$ cat src/sv/kwmh_pkg.sv
// Shared types and constants for the k-way merge heap.
// Used by kwmh_ram and k_way_merge_heap; no dependencies.
package kwmh_pkg;

  localparam int LISTS = 16;
  localparam int IDX_W = $clog2(LISTS);
  localparam int CNT_W = $clog2(LISTS + 1);
  localparam int CH_W  = IDX_W + 2;
  localparam int KEY_W = 32;
  localparam int SRC_W = 4;

  typedef enum logic [1:0] {
    ACT_LOAD    = 2'd0,
    ACT_BUILD   = 2'd1,
    ACT_REFILL  = 2'd2,
    ACT_EXHAUST = 2'd3
  } action_e;

  typedef struct packed {
    action_e                  action;
    logic signed [KEY_W-1:0]  value;
  } in_t;

  typedef struct packed {
    logic signed [KEY_W-1:0]  min_value;
    logic [SRC_W-1:0]         source_list;
    logic                     empty_res;
  } out_t;

  typedef struct packed {
    logic signed [KEY_W-1:0]  key;
    logic [SRC_W-1:0]         src;
  } entry_t;

endpackage

$ cat src/sv/kwmh_ram.sv
// Heap entry storage: one write port, one read port with registered data.
// Depends on kwmh_pkg.
module kwmh_ram (
  input  logic                      clk_i,
  input  logic                      we_i,
  input  logic [kwmh_pkg::IDX_W-1:0] waddr_i,
  input  kwmh_pkg::entry_t          wdata_i,
  input  logic [kwmh_pkg::IDX_W-1:0] raddr_i,
  output kwmh_pkg::entry_t          rdata_o
);
  import kwmh_pkg::*;

  entry_t mem_q [LISTS];
  entry_t rdata_q;

  always_ff @(posedge clk_i) begin
    if (we_i) begin
      mem_q[waddr_i] <= wdata_i;
    end
  end

  always_ff @(posedge clk_i) begin
    rdata_q <= mem_q[raddr_i];
  end

  assign rdata_o = rdata_q;

endmodule

$ cat src/sv/k_way_merge_heap.sv
// K-way merge engine on a binary min-heap of (key, source) pairs.
// Load appends a key while the heap is not full and gives no result. Refill/exhaust
// fetch the key in LOADH, sift it down via LEFT, RIGHT and CMP per level, write it in
// PLACE, read the root in ROOT and report in RES; an empty heap goes straight to ROOT.
// Build runs one sift (LOADH, levels, PLACE) per internal node, then ROOT and RES.
// Input is taken again in the cycle the result is raised; a pending result does not block.
// Reset (async, active low) empties the heap; RAM contents are not cleared.
module k_way_merge_heap (
  input  logic            clk_i,
  input  logic            rst_ni,
  input  logic            in_valid_i,
  output logic            in_stall_o,
  input  kwmh_pkg::in_t   in_i,
  output logic            out_valid_o,
  input  logic            out_stall_i,
  output kwmh_pkg::out_t  out_o
);
  import kwmh_pkg::*;

  typedef enum logic [2:0] {
    S_IDLE,
    S_LOADH,
    S_LEFT,
    S_RIGHT,
    S_CMP,
    S_PLACE,
    S_ROOT,
    S_RES
  } state_e;

  state_e             state_q;
  action_e            op_q;
  logic [CNT_W-1:0]   count_q;
  logic [IDX_W-1:0]   i_q;
  logic [IDX_W-1:0]   bi_q;
  logic [KEY_W-1:0]   value_q;
  entry_t             hold_q;
  entry_t             best_q;
  logic [IDX_W-1:0]   best_idx_q;
  logic               out_valid_q;
  out_t               out_q;

  logic               in_xfer;
  logic [CH_W-1:0]    l_w;
  logic [CH_W-1:0]    r_w;
  logic [CH_W-1:0]    cnt_w;
  logic               l_ok;
  logic               r_ok;
  logic               lt;
  logic               sel_r;
  entry_t             best_e;
  logic [IDX_W-1:0]   best_i;
  logic [IDX_W-1:0]   build_start;
  logic               not_full;

  logic               ram_we;
  logic [IDX_W-1:0]   ram_waddr;
  entry_t             ram_wdata;
  logic [IDX_W-1:0]   ram_raddr;
  entry_t             ram_rdata;

  kwmh_ram u_ram (
    .clk_i   (clk_i),
    .we_i    (ram_we),
    .waddr_i (ram_waddr),
    .wdata_i (ram_wdata),
    .raddr_i (ram_raddr),
    .rdata_o (ram_rdata)
  );

  assign in_stall_o  = (state_q != S_IDLE);
  assign in_xfer     = in_valid_i && !in_stall_o;
  assign out_valid_o = out_valid_q;
  assign out_o       = out_q;

  assign l_w         = CH_W'({i_q, 1'b1});
  assign r_w         = CH_W'({i_q, 1'b0}) + CH_W'(2);
  assign cnt_w       = CH_W'(count_q);
  assign l_ok        = (l_w < cnt_w);
  assign r_ok        = (r_w < cnt_w);
  assign not_full    = (count_q < CNT_W'(LISTS));
  assign build_start = IDX_W'((count_q >> 1) - CNT_W'(1));

  // shared key comparator
  assign lt     = ($signed(ram_rdata.key) < $signed(best_q.key));
  assign sel_r  = r_ok && lt;
  assign best_e = sel_r ? ram_rdata : best_q;
  assign best_i = sel_r ? IDX_W'(r_w) : best_idx_q;

  always_comb begin
    ram_we    = 1'b0;
    ram_waddr = i_q;
    ram_wdata = hold_q;
    ram_raddr = '0;
    case (state_q)
      S_IDLE: begin
        case (in_i.action)
          ACT_LOAD: begin
            ram_we    = in_xfer && not_full;
            ram_waddr = IDX_W'(count_q);
            ram_wdata = '{key: in_i.value, src: SRC_W'(count_q)};
          end
          ACT_BUILD:   ram_raddr = build_start;
          ACT_REFILL:  ram_raddr = '0;
          ACT_EXHAUST: ram_raddr = IDX_W'(count_q - CNT_W'(1));
          default:     ram_raddr = '0;
        endcase
      end
      S_LEFT: begin
        ram_raddr = IDX_W'(l_w);
      end
      S_RIGHT: begin
        ram_raddr = IDX_W'(r_w);
      end
      S_CMP: begin
        ram_we    = (best_i != i_q);
        ram_wdata = best_e;
      end
      S_PLACE: begin
        ram_we    = 1'b1;
        ram_raddr = bi_q - IDX_W'(1);
      end
      default: ram_raddr = '0;
    endcase
  end

  always_ff @(posedge clk_i or negedge rst_ni) begin
    if (!rst_ni) begin
      state_q     <= S_IDLE;
      op_q        <= ACT_LOAD;
      count_q     <= '0;
      i_q         <= '0;
      bi_q        <= '0;
      value_q     <= '0;
      hold_q      <= '0;
      best_q      <= '0;
      best_idx_q  <= '0;
      out_valid_q <= 1'b0;
      out_q       <= '0;
    end else begin
      if (out_valid_q && !out_stall_i && state_q != S_RES) begin
        out_valid_q <= 1'b0;
      end
      case (state_q)
        S_IDLE: begin
          if (in_xfer) begin
            op_q    <= in_i.action;
            value_q <= in_i.value;
            case (in_i.action)
              ACT_LOAD: begin
                if (not_full) begin
                  count_q <= count_q + CNT_W'(1);
                end
              end
              ACT_BUILD: begin
                if (count_q >= CNT_W'(2)) begin
                  bi_q    <= build_start;
                  i_q     <= build_start;
                  state_q <= S_LOADH;
                end else begin
                  state_q <= S_ROOT;
                end
              end
              ACT_REFILL: begin
                i_q     <= '0;
                state_q <= (count_q == '0) ? S_ROOT : S_LOADH;
              end
              ACT_EXHAUST: begin
                i_q <= '0;
                if (count_q == '0) begin
                  state_q <= S_ROOT;
                end else begin
                  count_q <= count_q - CNT_W'(1);
                  state_q <= S_LOADH;
                end
              end
              default: state_q <= S_IDLE;
            endcase
          end
        end
        S_LOADH: begin
          if (op_q == ACT_REFILL) begin
            hold_q <= '{key: value_q, src: ram_rdata.src};
          end else begin
            hold_q <= ram_rdata;
          end
          state_q <= S_LEFT;
        end
        S_LEFT: begin
          best_q     <= hold_q;
          best_idx_q <= i_q;
          state_q    <= l_ok ? S_RIGHT : S_PLACE;
        end
        S_RIGHT: begin
          if (lt) begin
            best_q     <= ram_rdata;
            best_idx_q <= IDX_W'(l_w);
          end
          state_q <= S_CMP;
        end
        S_CMP: begin
          if (best_i != i_q) begin
            i_q     <= best_i;
            state_q <= S_LEFT;
          end else begin
            state_q <= S_PLACE;
          end
        end
        S_PLACE: begin
          if (op_q == ACT_BUILD && bi_q != '0) begin
            bi_q    <= bi_q - IDX_W'(1);
            i_q     <= bi_q - IDX_W'(1);
            state_q <= S_LOADH;
          end else begin
            state_q <= S_ROOT;
          end
        end
        S_ROOT: begin
          state_q <= S_RES;
        end
        S_RES: begin
          if (!out_valid_q || !out_stall_i) begin
            out_valid_q <= 1'b1;
            if (count_q == '0) begin
              out_q <= '{min_value: '0, source_list: '0, empty_res: 1'b1};
            end else begin
              out_q <= '{min_value: ram_rdata.key, source_list: ram_rdata.src,
                         empty_res: 1'b0};
            end
            state_q <= S_IDLE;
          end
        end
        default: state_q <= S_IDLE;
      endcase
    end
  end

  a_count_bound: assert property (@(posedge clk_i) disable iff (!rst_ni)
    count_q <= CNT_W'(LISTS))
    else $error("heap count above capacity");

  a_load_grows: assert property (@(posedge clk_i) disable iff (!rst_ni)
    in_xfer && in_i.action == ACT_LOAD && not_full
    |=> count_q == CNT_W'($past(count_q) + CNT_W'(1)))
    else $error("load did not grow heap");

  a_busy_after_op: assert property (@(posedge clk_i) disable iff (!rst_ni)
    in_xfer && in_i.action != ACT_LOAD |=> in_stall_o)
    else $error("non-load transfer did not start work");

  a_empty_payload: assert property (@(posedge clk_i) disable iff (!rst_ni)
    out_valid_o && out_o.empty_res |-> out_o.min_value == '0 && out_o.source_list == '0)
    else $error("empty result carries data");

  a_result_source: assert property (@(posedge clk_i) disable iff (!rst_ni)
    $rose(out_valid_o) |-> $past(state_q == S_RES))
    else $error("result raised outside report step");

endmodule
$ cat config.mk
export PLATFORM = sky130hd
export DESIGN_NAME = k_way_merge_heap
export DESIGN_NICKNAME = d
export VERILOG_FILES = /design/src/sv/kwmh_pkg.sv /design/src/sv/kwmh_ram.sv /design/src/sv/k_way_merge_heap.sv
export SDC_FILE = /design/constraint.sdc
export NUM_CORES = 1
export LEC_CHECK = 0
export BUFFER_PORTS_ARGS = -buffer_cell sky130_fd_sc_hd__clkbuf_2
export CORE_ASPECT_RATIO = 2
export CORE_UTILIZATION = 55
export DETAILED_ROUTE_END_ITERATION = 10
export HOLD_SLACK_MARGIN = 0.1
export PLACE_DENSITY = 0.67
export SYNTH_ARGS = -nofsm -noshare
export SYNTH_HDL_FRONTEND = slang
export SYNTH_SLANG_ARGS = --single-unit
export TNS_END_PERCENT = 1
$ cat constraint.sdc
create_clock -name clk_i -period 11.5 [get_ports clk_i]
set_clock_uncertainty 0.15 [all_clocks]
set_input_delay 2.3 -clock clk_i [delete_from_list [all_inputs] [get_ports clk_i]]
set_output_delay 2.3 -clock clk_i [all_outputs]
set_load 0.005 [all_outputs]
[Word level (Yosys, flattened, before mapping)]
Memory sizes are Yosys's and may differ from the RTL's. A register that Yosys moved wholly into a read port is not among the register bits.
Index checks and enable logic that the tools add are counted.
Word-level totals
  register bits after elaboration: 164
  memory bits (writable): 576
  memories kept: 1
Cells by class
  add/subtract/negate cells: 5
  $lt $le $gt $ge: 5
  equal/unequal tests: 25
  multiplexer cells: 42
  reductions and logical operators: 27
Memories
  u_ram.mem_q: depth 16, width 36, rd ports 1, clocked after Yosys merged registers in 1, wr ports 1, line kwmh_ram.sv:13  | entry_t mem_q [LISTS];
Operators with widths (number)
  36-bit two-way mux: 4
  36-bit case mux with 2 select lines: 2
  4-bit two-way mux: 10
  37-bit two-way mux: 1
  32-bit < comparator: 1
  4-bit case mux with 2 select lines: 4
  3-bit case mux with 8 select lines: 1
  3-bit two-way mux: 7
  2-bit inequality test (second input constant): 8
  4-bit case mux with 4 select lines: 1
  3-bit == test (second input constant): 4
  4-bit case mux with 3 select lines: 1
  5-bit two-way mux: 2
  5-bit case mux with 2 select lines: 1
  5-bit AND reduction: 2
  4-bit by 1-bit subtractor with 4-bit output (second input constant): 2
  5-bit by 2-bit adder with 6-bit output (second input constant): 1
  2-bit == test (second input constant): 3
  3-bit by 2-bit == test with 1-bit output (second input constant): 2
  1-bit logical AND: 6
  6-bit by 5-bit < comparator with 1-bit output: 1
  1-bit two-way mux: 6
  3-bit inequality test (second input constant): 2
  3-bit case mux with 2 select lines: 1
  23 further kinds: 31

[Depth between registers and ports, before layout]
Gate-level depths: netlist of the first run.
  word-level depth: 8
  depth in mapped cells: 15

[Cells and area by module]
From an unflattened synthesis of the first run, not the netlist that was laid out.
Second synthesis, totals
  cells, all modules: 1993
  area total of the unflattened synthesis: 32173.4 um2
By module, submodules not included
  kwmh_ram: instances 1, cells an instance 938, area an instance 22318.9 um2
  k_way_merge_heap: instances 1, cells an instance 1055, area an instance 9854.5 um2

[Worst setup path after synthesis of the first run]
OpenSTA, ideal clock, no wires.
  kind: input-to-reg
  start: input port in_i[32] (netlist bit)
  end: memory u_ram.mem_q[12][0] (netlist bit) (enable)
  setup time: 0.429 ns
  data arrival time: 5.231 ns
  data required time: 10.921 ns
  setup slack: 5.690 ns
  stages on the path: 8
  buffers on the path: 2
  cells stage by stage: clkbuf_1 -> or2_2 -> nor2_1 -> clkbuf_1 -> nand3_1 -> o31ai_1 -> nand2_1 -> nor2_1
On the way
  longest elaborated chain between the ends: 5
  elaborated cells on any way between the ends: 7
Ends and longest elaborated chain
  start, declared: line k_way_merge_heap.sv:13  | input kwmh_pkg::in_t in_i,
  2-bit logical NOT (*): line k_way_merge_heap.sv:97  | case (in_i.action)
  1-bit two-way mux: line k_way_merge_heap.sv:97
  1-bit case mux with 3 select lines: line k_way_merge_heap.sv:95  | case (state_q)
  1-bit two-way mux: line kwmh_ram.sv:17  | if (we_i) begin
  1-bit two-way mux (implied by the code): line kwmh_ram.sv:18  | mem_q[waddr_i] <= wdata_i;
  end, declared: line kwmh_ram.sv:13
Every way passes the cells marked *; elsewhere a longest branch is shown, timed or not.

[Worst setup path after layout of the first run]
  start: register best_q[19] (netlist bit)
  end: memory u_ram.mem_q[2][27] (netlist bit) (enable)
On the way
  longest elaborated chain between the ends: 7
Ends and longest elaborated chain
  start, declared: line k_way_merge_heap.sv:38  | entry_t best_q;
  start signal, assigned: line k_way_merge_heap.sv:190  | best_q <= hold_q;
  start signal, assigned: line k_way_merge_heap.sv:196  | best_q <= ram_rdata;
  32-bit < comparator: line k_way_merge_heap.sv:85  | assign lt = ($signed(ram_rdata.key) < $signed(best_q.key));
  1-bit logical AND: line k_way_merge_heap.sv:86  | assign sel_r = r_ok && lt;
  4-bit two-way mux: line k_way_merge_heap.sv:88  | assign best_i = sel_r ? IDX_W'(r_w) : best_idx_q;
  4-bit inequality test: line k_way_merge_heap.sv:116  | ram_we = (best_i != i_q);
  1-bit case mux with 3 select lines: line k_way_merge_heap.sv:95
  1-bit two-way mux: line kwmh_ram.sv:17
  1-bit two-way mux (implied by the code): line kwmh_ram.sv:18
Every way passes these cells.

==> results.json, run 1 <==
{
  "outcome": "finished, final reports clean",
  "io_buffers": 76,
  "yosys.area.top_type_share": 0.5248,
  "drv_slew": 0,
  "p_switching_mw": 4.688,
  "worstPathRequired_ns": 11.57,
  "clockBufferDepth": 3,
  "period_share": 0.5142,
  "yosys-top-cells-count": "edfxtp_1 (576), nand2_1 (452), a211oi_1 (181)",
  "num_antenna_cells": 0,
  "hold_buffers": 0,
  "critPathLaunchType": "flop",
  "num_rows": 126,
  "drtPass1Iterations": 5,
  "grt.total_usage": 0.2623,
  "highest_layer": "met4",
  "yosys.area.top_type": "edfxtp_1",
  "rsz0062_at_grt": "false",
  "grt_overflow": 0,
  "post_cts_buffers": 0,
  "drive_gt1_frac": 0.1204,
  "drt-met1-wl_um": 31790,
  "drv_cap": 0,
  "worstPathArrival_ns": 5.98,
  "critPathLaunch": "best_q[19]",
  "p_leak_nw": 13.20,
  "power_density_nw_per_um2": 322.8,
  "area_growth_pct": 11.42,
  "nNetsFinal": 2774,
  "final_cells": 3509,
  "fmax_ghz": 0.1691,
  "vias": 21479,
  "p_seq_frac": 0.376,
  "die_w_um": 175.1,
  "via_per_inst": 6.121,
  "ff_latch_area_um2": 22120,
  "grt_max_degree": 202,
  "drt_iter0_markers": 2075,
  "ys_seq_elements": 776,
  "p_sw_frac": 0.3955,
  "dr_wl_met2_um": 41370,
  "synthCells": 2662,
  "wl_per_cell_um": 22.72,
  "relSlewSlack": 0.1584,
  "antenna_found_initial": 0,
  "cts_root_buffer": "clkbuf_16",
  "die_area_um2": 60970,
  "crit_fanout": 42,
  "cts_made_buffers": 67,
  "min-delay-start": "out_o[0]",
  "gp_congestion": 0.9108,
  "seq_area_frac_synth": 0.6712,
  "core_um2": 59120,
  "yosysMostFrequentCell": "edfxtp_1",
  "cts_sinks": 776,
  "reg2reg_from": "best_q[19]",
  "grt_pass1_vias": 21113,
  "syn_avg_cell_area_um2": 12.38,
  "setup_tns_ns": 0,
  "drc": 0,
  "synth-edff-count": 576,
  "tritoncts": "yes",
  "yosys_warnings": 0,
  "ant_nets": 0,
  "multiInputGateArea_um2": 10190,
  "dr_wl_met3_um": 3903,
  "irDropWorstVdd_uv": 300.6,
  "clock_latency_ns": 0.61,
  "yosys-top-cells-area": "edfxtp_1 (52%), dfrtp_1 (12%), nand2_1 (5.1%)",
  "dp_hpwl_um": 44710,
  "cts.htree.levels": 3,
  "critical_path_class": "flop to flop",
  "cp-end-kind": "flop",
  "syn_nets": 2747,
  "p_comb_frac": 0.423,
  "setup_viol": 0,
  "internal_power_mw": 7.166,
  "clkPwrFrac": 0.202,
  "worst_pin_slew_ns": 1.254,
  "yosys_most_used_dff": "edfxtp_1",
  "async_flop_share": 0.2113,
  "synth.distinct_cells": 63,
  "syn-cell-area_um2": 32960,
  "finalHoldViolations": 0,
  "clk_pin_slew_ns": 0.07,
  "dp_cells": 3388,
  "min_path_type": "flop to flop",
  "io_pins": 77,
  "period_needed_ns": 5.914,
  "cts_resized": 0,
  "wirelength_um": 79730,
  "fillCellCount": 4493,
  "start_util": 0.5575,
  "grt_pass1_wl_um": 120900,
  "die_h_um": 348.2
}
==> sequential cells by signal (all words and copies together), names as in the netlist <==
signal	count
u_ram.mem_q	576
out_o	37
best_q	36
hold_q	36
u_ram.rdata_o	36
value_q	32
count_q	5
best_idx_q	4
bi_q	4
i_q	4
state_q	3
op_q	2
out_valid_o	1
==> routing by layer <==
metal  up-vias  global-route usage
met3       150             0.02810
met2       705              0.4665
met4         0              0.1068
li1       9899                   -
met5         -                   0
met1     10725              0.3244
==> stage by stage <==
step / hold slack (ns) / area [um2] / util / setup WS [ns] / total power [mW]
after floorplan: 0.2992 / 32960 / - / 5.690 / 7.861
after global placement: 0.3118 / 34390 / 0.5817 / 5.287 / 9.289
after detailed placement: 0.3192 / 34390 / 0.5817 / 5.186 / 9.466
after CTS: 0.3343 / 36720 / 0.6212 / 5.633 / 11.86
after global routing: 0.3587 / 36720 / 0.6212 / 5.349 / 12.55
final: 0.3280 / 36720 / 0.6212 / 5.586 / 11.85
==> critical path, cell delays in order (launching register included) <==
cell and delay (ns):
dfrtp_1 0.35, inv_1 0.06, ha_1 0.30, a21oi_1 0.29, o21ai_0 0.14, a221oi_1 0.79
a2111o_1 0.27, a41o_1 0.30, and2_4 0.42, buf_4 0.49, o21ai_0 0.22, and4b_1 0.36
o21a_1 0.51, nor2_4 0.20, buf_4 0.62
==> logic make-up after synthesis <==
kind of cell             after synthesis  share of synthesized area
flip-flops                           776                     0.6712
AND/OR/NAND/NOR                      759                     0.1013
AO/OA/AOI/OAI                        709                     0.1399
buffers and inverters                235                    0.02714
multiplexers                         122                    0.03891
adder cells (fa/ha/maj)               47                    0.01784
XOR/XNOR                              14                   0.003720
==> final timing paths <==
path | end | slack (ns) | cells after the start
min in group asynchronous | hold_q[32] | 1.59 | 1
worst max-delay path | u_ram.mem_q[2][27] | 5.59 | 14
max in group asynchronous | best_q[13] | 8.03 | 2
worst min register to register | out_o[0] | 0.33 | 2
worst min-delay path | out_o[0] | 0.33 | 2
worst max register to register | u_ram.mem_q[2][27] | 5.59 | 14
==> placed cells by master (no fill, tap or decap), types with 71 or more instances in the layout <==
cell	n
a211oi_1	181
a21oi_1	172
a311oi_1	72
a31oi_1	76
and2_1	133
clkbuf_16	71
clkbuf_2	75
dfrtp_1	164
edfxtp_1	576
mux2i_1	79
nand2_1	451
nor2_1	94
o21ai_0	126
==> final cells by class <==
cell class | instances | share of cell area
inverters | 47 | 0.004804
multi-input cells | 1651 | 0.2775
clock buffers | 92 | 0.05254
well taps | 768 | 0.02617
clock inverters | 29 | 0.01111
repair buffers | 146 | 0.02552
flip-flops and latches | 776 | 0.6024
==> power groups by stage <==
stage	registers, mW	clock network, mW	logic (mW)
floorplan	4.34	0	3.52
global placement	4.48	0	4.81
detailed placement	4.50	0	4.96
CTS	4.44	2.43	4.99
global route	4.51	2.51	5.53
finish	4.46	2.39	5.01
No activity file was read; power rests on OpenSTA's default activity.
==> run 2, diff against run 1 <==
PLACE_DENSITY = 0.7   (was 0.67)
clock period = 4.83 ns   (was 11.5 ns; I/O delays follow)
==> run 2 against run 1 <==
Against the previous run:
- first-iteration DRC count shrank 15%
- worst setup slack lost 5.1 ns
- count of clock-buffer cells in the layout shrank 5
- final area grew 2.2%
- core utilization grew 1.4 points
- non-clock buffer count grew 49
- critical path type unchanged
- critical endpoint is now u_ram.mem_q[15][23]
- largest power group unchanged
- highest routed layer unchanged
==> results.json, run 2 (synthesized netlist as in run 1, its figures left out) <==
{
  "dp_hpwl_um": 51290,
  "cts.htree.levels": 3,
  "worstPathRequired_ns": 4.95,
  "grt_pass1_wl_um": 122600,
  "crit_fanout": 15,
  "vias": 21348,
  "core_um2": 59120,
  "die_area_um2": 60970,
  "io_pins": 77,
  "critical_path_class": "flop to flop",
  "worstPathArrival_ns": 4.51,
  "clockBufferDepth": 3,
  "postLayoutCoreUtil": 0.6348,
  "cts_root_buffer": "clkbuf_16",
  "grt.total_usage": 0.2592,
  "grt_max_degree": 84,
  "slowest_delay_ns": 0.59,
  "setup_viol": 0,
  "drtPass1Iterations": 5,
  "relSlewSlack": 0.3064,
  "num_rows": 126,
  "drv_slew": 0,
  "drt_iter0_markers": 1757,
  "p_leak_nw": 13.57,
  "largest_register_ffs": 576,
  "r2r_end": "u_ram.mem_q[15][23]",
  "cp-end-kind": "flop",
  "grt_overflow": 0,
  "via_per_inst": 5.997,
  "gp_congestion": 0.9287,
  "cts_sinks": 776,
  "min_path_type": "input pin to asynchronous set/reset pin",
  "antenna_found_initial": 0,
  "cp_num_buf_inv": 2,
  "irDropWorstVdd_uv": 439.5,
  "rsz0062_at_grt": "false",
  "drc": 0,
  "stdcell_area_um2": 37530,
  "worstRegToRegCells": 12,
  "die_w_um": 175.1,
  "fmax_ghz": 0.2279,
  "nNetsFinal": 2823,
  "power_density_nw_per_um2": 776.0,
  "ant_nets": 0,
  "cp_slowest_cell": "a2111o_1",
  "start_util": 0.5575,
  "grt_pass1_vias": 21810,
  "wl_per_cell_um": 21.83,
  "post_cts_buffers": 0,
  "rrSetupSlack_ns": 0.44,
  "layout_commonest_cell": "edfxtp_1",
  "period_needed_ns": 4.387,
  "layout_common_cells": "edfxtp_1 (576), nand2_1 (451), a211oi_1 (181)",
  "dpl_cell_area_um2": 35240,
  "clk_pin_slew_ns": 0.06,
  "tritoncts": "yes",
  "reg2reg_from": "u_ram.rdata_o[30]",
  "drv_cap": 0,
  "cts_made_buffers": 67,
  "regMostFlops": "u_ram.mem_q",
  "period_share": 0.9083,
  "critPathTopFamily": "simple AND/OR/NAND/NOR gates",
  "io_buffers": 76,
  "wirelength_um": 77720,
  "finalHoldViolations": 0,
  "critPathLaunchType": "flop",
  "num_antenna_cells": 0,
  "path_cells": "ha_1, nand4_1, or3_1, a2111o_1, a41o_1, and2_4, a21oi_1, and4b_1, o21a_1, buf_12, nor2_4, buf_4",
  "drive_gt1_frac": 0.1357,
  "hold_buffers": 0,
  "clock_latency_ns": 0.60,
  "worst_pin_slew_ns": 1.040,
  "outcome": "finished, final reports clean",
  "cts_resized": 0,
  "die_h_um": 348.2,
  "area_growth_pct": 13.86
}
run 2: cell types whose count changed in the layout (fill, tap and decap cells not counted), sizes merged:
| cell | previous run | this run |
|---|---|---|
| clkbuf | 167 | 162 |
| clkinv | 13 | 26 |
| inv | 46 | 47 |
| bufinv | 10 | 8 |
| buf | 71 | 120 |
| clkinvlp | 7 | 2 |
run 2: how the worst max path moves through the flow:
| stage | cells past startpoint | to | from |
|---|---|---|---|
| after CTS | 13 | u_ram.mem_q[15][31] | best_q[31] |
| final | 12 | u_ram.mem_q[15][23] | u_ram.rdata_o[30] |
| after global routing | 15 | u_ram.mem_q[15][29] | best_q[19] |
| after floorplan | 14 | u_ram.mem_q[11][0] | count_q[1] |
| after global placement | 12 | u_ram.mem_q[15][27] | u_ram.rdata_o[30] |
| after detailed placement | 13 | u_ram.mem_q[15][27] | best_q[31] |
run 2: power breakdown:
group / switching [mW] / total, mW / internal [mW]
combinational: 8.41 / 13.0 / 4.61
clock: 2.42 / 5.60 / 3.18
sequential: 0.884 / 10.5 / 9.61
total: 11.7 / 29.1 / 17.4
run 2: routing by layer:
layer	vias up	GRT usage	part of all wire
met4	0	0.1070	0.034
met2	619	0.4589	0.52
met3	133	0.02593	0.039
li1	9995	-	-
met5	-	0	0
met1	10601	0.3232	0.41
run 2: final cells by class:
| type | instances | area (um2) |
|---|---|---|
| multi-input cells | 1651 | 10190 |
| clock inverters | 36 | 427.9 |
| well taps | 768 | 960.9 |
| inverters | 47 | 176.4 |
| flip-flops and latches | 776 | 22120 |
| clock buffers | 87 | 1857 |
| repair buffers | 195 | 1793 |
| fillers | 4426 | 21590 |
run 2: worst reg2reg max path: stages, from the launching register on:
cell	delay, ns
dfxtp_1	0.41
ha_1	0.34
nand4_1	0.18
or3_1	0.57
a2111o_1	0.59
a41o_1	0.34
and2_4	0.18
a21oi_1	0.10
and4b_1	0.32
o21a_1	0.27
buf_12	0.17
nor2_4	0.17
buf_4	0.27
run 2: through the flow:
stage	power (mW)	TNS (ns)	hold WS [ns]	instances	setup slack [ns]
global route	30.91	0	0.2771	3560	0.3121
global placement	23.14	0	0.3111	3437	0.5199
detailed placement	23.61	0	0.3191	3437	0.4937
CTS	29.24	0	0.2338	3560	0.4633
finish	29.12	0	0.2199	3560	0.4428
floorplan	18.72	-83.58	0.2992	2662	-0.1627
